$ cat src/rtl/brbp_pkg.sv
`timescale 1ns / 1ps

package brbp_pkg;

    // Fixed field widths of the item channels
    localparam int ACTION_W = 2;
    localparam int DATA_W   = 8;
    localparam int COUNT_W  = 5;
    localparam int OFFSET_W = 10;
    localparam int FILL_W   = 11;

    // Configuration port
    localparam int CFG_IDX_W  = 1;
    localparam int CFG_DATA_W = 4;

    localparam logic [CFG_IDX_W-1:0] CFG_SIZE_LOG2 = 1'b0;
    localparam logic [CFG_IDX_W-1:0] CFG_ENABLED   = 1'b1;

    // Action codes carried on the input channel
    localparam logic [ACTION_W-1:0] ACT_WRITE = 2'd0;
    localparam logic [ACTION_W-1:0] ACT_READ  = 2'd1;
    localparam logic [ACTION_W-1:0] ACT_PEEK  = 2'd2;

    // What an accepted item turns into
    typedef enum logic [1:0] {
        KIND_EMPTY,
        KIND_WRITE,
        KIND_BURST
    } t_kind;

    // Result launched into the read stage
    typedef enum logic [1:0] {
        ISS_NONE,
        ISS_EMPTY,
        ISS_WRITE,
        ISS_BYTE
    } t_issue;

    typedef enum logic [1:0] {
        ST_IDLE,
        ST_EVAL,
        ST_BURST
    } t_state;

    typedef struct packed {
        logic   load_item;
        logic   start_burst;
        t_issue issue;
        logic   last;
    } t_dp_cmd;

    typedef struct packed {
        t_kind kind;
        logic  slot_free;
    } t_dp_status;

endpackage

$ cat src/rtl/brbp_ctrl.sv
`timescale 1ns / 1ps

module brbp_ctrl
    import brbp_pkg::*;
#(
    parameter int MAX_BURST = 16,
    localparam int BURST_W  = $clog2(MAX_BURST + 1)
) (
    input  logic               i_clk,
    input  logic               i_rst_n,
    input  logic               i_in_valid,
    output logic               o_in_ready,
    output t_dp_cmd            o_cmd,
    input  t_dp_status         i_status,
    input  logic [BURST_W-1:0] i_burst_len
);

    t_state             r_state, n_state;
    logic [BURST_W-1:0] r_left, n_left;

    // state and burst counter
    always_ff @(posedge i_clk) begin
        if (!i_rst_n) begin
            r_state <= ST_IDLE;
            r_left  <= '0;
        end else begin
            r_state <= n_state;
            r_left  <= n_left;
        end
    end

    // next state and commands
    always_comb begin
        n_state           = r_state;
        n_left            = r_left;
        o_in_ready        = 1'b0;
        o_cmd.load_item   = 1'b0;
        o_cmd.start_burst = 1'b0;
        o_cmd.issue       = ISS_NONE;
        o_cmd.last        = 1'b0;
        unique case (r_state)
            ST_IDLE: begin
                o_in_ready = 1'b1;
                if (i_in_valid) begin
                    o_cmd.load_item = 1'b1;
                    n_state         = ST_EVAL;
                end
            end
            ST_EVAL: begin
                unique case (i_status.kind)
                    KIND_BURST: begin
                        o_cmd.start_burst = 1'b1;
                        n_left            = i_burst_len;
                        n_state           = ST_BURST;
                    end
                    KIND_WRITE: begin
                        if (i_status.slot_free) begin
                            o_cmd.issue = ISS_WRITE;
                            n_state     = ST_IDLE;
                        end
                    end
                    default: begin
                        if (i_status.slot_free) begin
                            o_cmd.issue = ISS_EMPTY;
                            n_state     = ST_IDLE;
                        end
                    end
                endcase
            end
            ST_BURST: begin
                if (i_status.slot_free) begin
                    o_cmd.issue = ISS_BYTE;
                    o_cmd.last  = (r_left == BURST_W'(1));
                    n_left      = r_left - BURST_W'(1);
                    if (r_left == BURST_W'(1)) begin
                        n_state = ST_IDLE;
                    end
                end
            end
            default: begin
                n_state = ST_IDLE;
            end
        endcase
    end

    // a burst always has bytes left to fetch
    a_burst_left: assert property (@(posedge i_clk) disable iff (!i_rst_n)
        (r_state == ST_BURST) |-> (r_left != '0))
        else $error("burst with no bytes left");

endmodule
$ cat config.mk
export PLATFORM = sky130hd
export DESIGN_NAME = brbp_ctrl
export DESIGN_NICKNAME = d
export VERILOG_FILES = /design/src/rtl/brbp_pkg.sv /design/src/rtl/brbp_ctrl.sv
export SDC_FILE = /design/constraint.sdc
export NUM_CORES = 1
export LEC_CHECK = 0
export CAP_MARGIN = 10
export CORE_AREA = 2 2 39 41
export CTS_CLUSTER_DIAMETER = 150
export CTS_CLUSTER_SIZE = 25
export DETAILED_ROUTE_END_ITERATION = 10
export DIE_AREA = 0 0 41 43
export DONT_BUFFER_PORTS = 1
export GPL_ROUTABILITY_DRIVEN = 0
export MAX_ROUTING_LAYER = met4
export PLACE_DENSITY = 0.61
export SLEW_MARGIN = 20
export SYNTH_ARGS = -nofsm -noshare
export SYNTH_HDL_FRONTEND = slang
export SYNTH_SLANG_ARGS = --single-unit
export TNS_END_PERCENT = 5
$ cat constraint.sdc
create_clock -name i_clk -period 1.8 [get_ports i_clk]
set_clock_uncertainty 0.15 [all_clocks]
set_input_delay 0.36 -clock i_clk [delete_from_list [all_inputs] [get_ports i_clk]]
set_output_delay 0.36 -clock i_clk [all_outputs]
set_load 0.01 [all_outputs]
-- Word-level counts from Yosys, hierarchy flattened
Index checks and enable logic that the tools add are counted.
- register bits: 7
- output and inout bits: 6
- word-level logic and storage cells: 37
- reductions and logical operators: 4
- equal/unequal tests: 10
- $add $sub $neg: 1
- mux-type cells: 20
- operators by type and width (kind ; number):
    $mux W2 ; 6
    $mux W5 ; 2
    $pmux W5 S2 ; 1
    $pmux W2 S2 ; 2
    $mux W1 ; 7
    $ne A2 B2 Y1 const B ; 3
    $pmux W2 S3 ; 1
    $eq A5 B1 Y1 const B ; 1
    $sub A5 B1 Y5 const B ; 1
    $eq A2 B1 Y1 const B ; 2
    $eq A2 B2 Y1 const B ; 2
    $reduce_and A4 Y1 ; 1
    $mux W3 ; 1
    $ne A3 B2 Y1 const B ; 1
    $reduce_and A3 Y1 ; 1
    $logic_not A2 Y1 ; 1
    $ne A2 B1 Y1 const B ; 1
    $reduce_bool A2 Y1 ; 1

-- Depth between registers and ports, before layout
- depth after elaboration: 4
- depth in mapped cells: 8
- mapped depth without buffers: 6

-- Worst setup path before layout
No wires, ideal clock.
- kind: reg-to-reg
- start point: reg r_state[0]
- end point: reg r_left[1]
- arrival: 1701 ps
- buffers on the path: 2
- clock period less this slack: 1917 ps
- setup time: 66 ps
- data required time: 1584 ps
- stages on the path, launching flop included: 9
- path slack: -117 ps
- path through: dfxtp_1 inv_1 ha_1 buf_6 nor2b_4 or3_1 buf_2 a211o_1 a21boi_2
- word-level cells in the longest chain between the ends: 3
- elaborated cells between the ends (all ways): 7
- classes of those cells: eq/ne (4); mux (1); reduce/logical (2)
- ends and longest elaborated chain (what ; RTL line ; source):
    start: declaration ; brbp_ctrl.sv:18 ; t_state r_state, n_state;
    start signal: assignment ; brbp_ctrl.sv:27 ; r_state <= n_state;
    $eq A2 B1 Y1 / $eq A2 B2 Y1 (equally long branches) ; brbp_ctrl.sv:41 ; unique case (r_state)
    $ne A2 B1 Y1 (no line), or another cell as far along ; n/a ;
    $reduce_and A3 Y1 (no line) ; n/a ;
    end signal: assignment ; brbp_ctrl.sv:28 ; r_left <= n_left;
    end: declaration ; brbp_ctrl.sv:19 ; logic [BURST_W-1:0] r_left, n_left;
Parallel ways exist; a longest one is shown, timed or not.
A chain may end at the register's enable or synchronous reset.

==> key figures <==
Synthesis
  • Gate Count Post-Synth: 80
  • Largest area contributor in the netlist: dfxtp_1
  • FF+latch count, synth: 7
  • Library cells used by synthesis: 27
  • Sequential fraction of the synthesis area: between 20% and 30%
  • Synth warn: 0
  • Syn_area_per_cell: ~7.7 um^2
  • Leading post-synthesis cells by cell area: dfxtp_1, ha_1, mux2i_1, inv_1, nand2_1
  • Mapped Area: ~610 um^2
  • Synth top area share: between 20% and 30%
  • Syn_nets: 99

Setup path
  • Max FO, Critical Path: 2
  • Crit path required time: between 1 and 1.5 ns
  • CP max stage cell: or4b_4
  • Type of origin of the critical path: flip-flop
  • CP Cell Sequence: inv_2, ha_4, or4b_4, nor2_4
  • Worst reg2reg endpoint: r_left[1]
  • Critical Path End: o_cmd[0]
  • CP max stage delay: approximately 0.47 ns
  • Setup crit end kind: output port
  • CP Class: reg -> out
  • Crit path DAT: ~1.4 ns
  • R2R depth: 6
  • Worst R2R Setup Slack: 0.08 ns
  • Worst flop-to-flop path startpoint: r_state[1]
  • Critical Path Source: r_left[1]

Placement
  • Hpwl dp: 946 um
  • Port Buffers: 0

Die
  • Initial Util: approximately 44%
  • I/O Pins: 17
  • # rows: 14
  • Die height: 43 um
  • DIE WIDTH: 41 um
  • DIE AREA: between 0.0015 and 0.002 mm^2
  • Core box area: between 0.001 and 0.0015 mm^2

Worst hold path
  • Hold Crit Class: in -> reg

Global route
  • Initial antenna violation count: 0
  • Overall routing resource usage: between 15 and 20%
  • Largest net degree at the start of global routing: 17
  • First-pass GRT wire length: ~1900 um
  • Vias in the first global route: approximately 480
  • Congestion Overflow GR: 0

STA
  • Final worst path period share: 104%
  • Final worst path period need: ~1.9 ns
  • Setup TNS: -0.0766 ns
  • Final setup margin: -0.0766 ns
  • Tightest Pin Transition: 0.324 ns
  • Final Hold Fails: 0
  • Fmax: approximately 530 MHz
  • Setup violations, final: 1
  • RSZ-0062 raised after global routing: true
  • Worst rel slew slack: between 70% and 80%
  • Pins Over Slew Limit: 0

CTS
  • TritonCTS buffer count: 3
  • TritonCTS clock tree: yes
  • Max Buffers Root-to-Sink: 2
  • Clock sink total: 7
  • Root buffer cell: clkbuf_4
  • Clk slew on worst S/H paths: about 0.05 ns
  • Clock Latency Late Sink: about 0.25 ns
  • Cts hold-fix bufs: 0
  • Htree depth: 1

Final layout
  • P&R area growth vs syn: 24.5%
  • NumNets Final: approximately 110
  • Register Area: about 150 um^2
  • Commonest non-fill, non-tap cell in the layout: nand2_1
  • Share of cells above drive strength 1: between 30% and 40%
  • FILL cells: 139
  • Antenna fix cells: 0
  • Leading cell types in the layout, fill and taps excluded: nand2_1, inv_1, nor2_1, ha_1, buf_4
  • Multi-input gate area: approximately 480 um^2

Status
  • Violated checks: negative setup slack
  • Status: finished, violations left

Power
  • Peak VDD IR: 432 uV
  • LEAKAGE: 0.310 nW
  • Power density of the placed cells: 912 mW/mm^2
  • Final Power: 0.000696 W

Drt
  • DRT Wirelength: between 1000 and 1500 um
  • Antenna-violating nets left: 0
  • DRC: 0
  • Iteration-0 DRC Markers: 1
  • Post-DR vias/cell: between 5 and 6
  • Vias: ~550
  • Drt wl/cell: 12.4 um
  • DRT Pass-1 Iters: 2

Flow run
  • Max-Cap Viols: 0
power breakdown:
part / internal (W) / total [W] / leakage (nW) / switching (W)
logic: 0.000162 / 0.000338 / 0.236 / 0.000176
registers: 0.000188 / 0.000217 / 0.0589 / 0.0000283
clock network: 0.0000846 / 0.000142 / 0.0150 / 0.0000570
total: 0.000435 / 0.000696 / 0.310 / 0.000261
area by class of cell:
type,count,area share (%)
Multi-Input combinational cell,58,62.6
Inverter,10,4.92
Tap cell,16,2.62
Clock buffer,4,3.44
Sequential cell,7,19.0
Timing Repair Buffer,7,7.38
registers in the layout (all words and copies together) (netlist names):
signal,flops
r_state,2
r_left,5
worst min-delay path by stage:
stage                     cells after the start         to       from
final                                         1  r_left[2]    i_rst_n
after global routing                          1  r_left[2]    i_rst_n
after CTS                                     1  r_left[2]    i_rst_n
after detailed placement                      2  r_left[1]  r_left[1]
after global placement                        2  r_left[1]  r_left[1]
after floorplan                               2  r_left[1]  r_left[1]
critical path, delay by kind of cell (launching register included):
kind / cells / cell delay [ns]
DFF: 1 / 0.32
and+or+nand+nor: 2 / 0.60
adders and majority gates: 1 / 0.12
buffers and inverters: 1 / 0.08
cells in the mapped netlist:
library cell / instances
buf_2: 1
nor2b_4: 1
a21oi_1: 4
a21boi_2: 1
clkbuf_1: 2
nand2_1: 10
a211o_1: 1
mux2i_1: 4
o21ai_0: 3
nor2_1: 9
a31oi_1: 2
or4b_2: 1
o211ai_1: 1
dfxtp_1: 7
o221ai_1: 1
ha_1: 8
nor2b_1: 3
and2_1: 2
o22ai_1: 1
o2bb2ai_1: 1
or3_1: 2
buf_4: 1
inv_1: 10
o31a_1: 1
o21bai_1: 1
buf_6: 1
or4b_1: 1
what timing repair did:
item | in CTS | in global routing
buffers inserted | 2 | 0
setup endpoints to repair | 4 | 6
pin swaps | 1 | 2
gates resized for setup | 11 | 10
endpoints found under the hold margin | 0 | 0
layer usage:
metal | vias to the layer above | track usage, % | part of all wire (%)
li1 | 279 | - | -
met1 | 249 | 17.0 | 44
met2 | 17 | 25.3 | 49
met3 | 2 | 3.66 | 5.9
met4 | 0 | 10.0 | 1.4
met5 | - | - | 0
metrics by stage:
stage	hold slack (ns)	cells	area, um^2	utilization [%]	worst slack [ns]
final	0.0914	102	763	55.2	-0.0766
after global routing	0.0934	102	763	55.2	-0.129
after CTS	0.0817	102	722	52.2	-0.0665
after detailed placement	0.320	96	643	46.5	-0.0241
after global placement	0.316	96	643	46.5	0.0127
after floorplan	0.299	80	623	-	-0.00862
logic make-up after synthesis:
group,after synthesis,share of synthesized area [%]
adder cells (fa/ha/maj),8,16.3
multiplexers,4,6.53
buffers and inverters,15,11.2
AND/OR/NAND/NOR,29,24.3
AO/OA/AOI/OAI,17,18.8
flip-flops,7,22.9
Power figures use the tool's default switching activity.
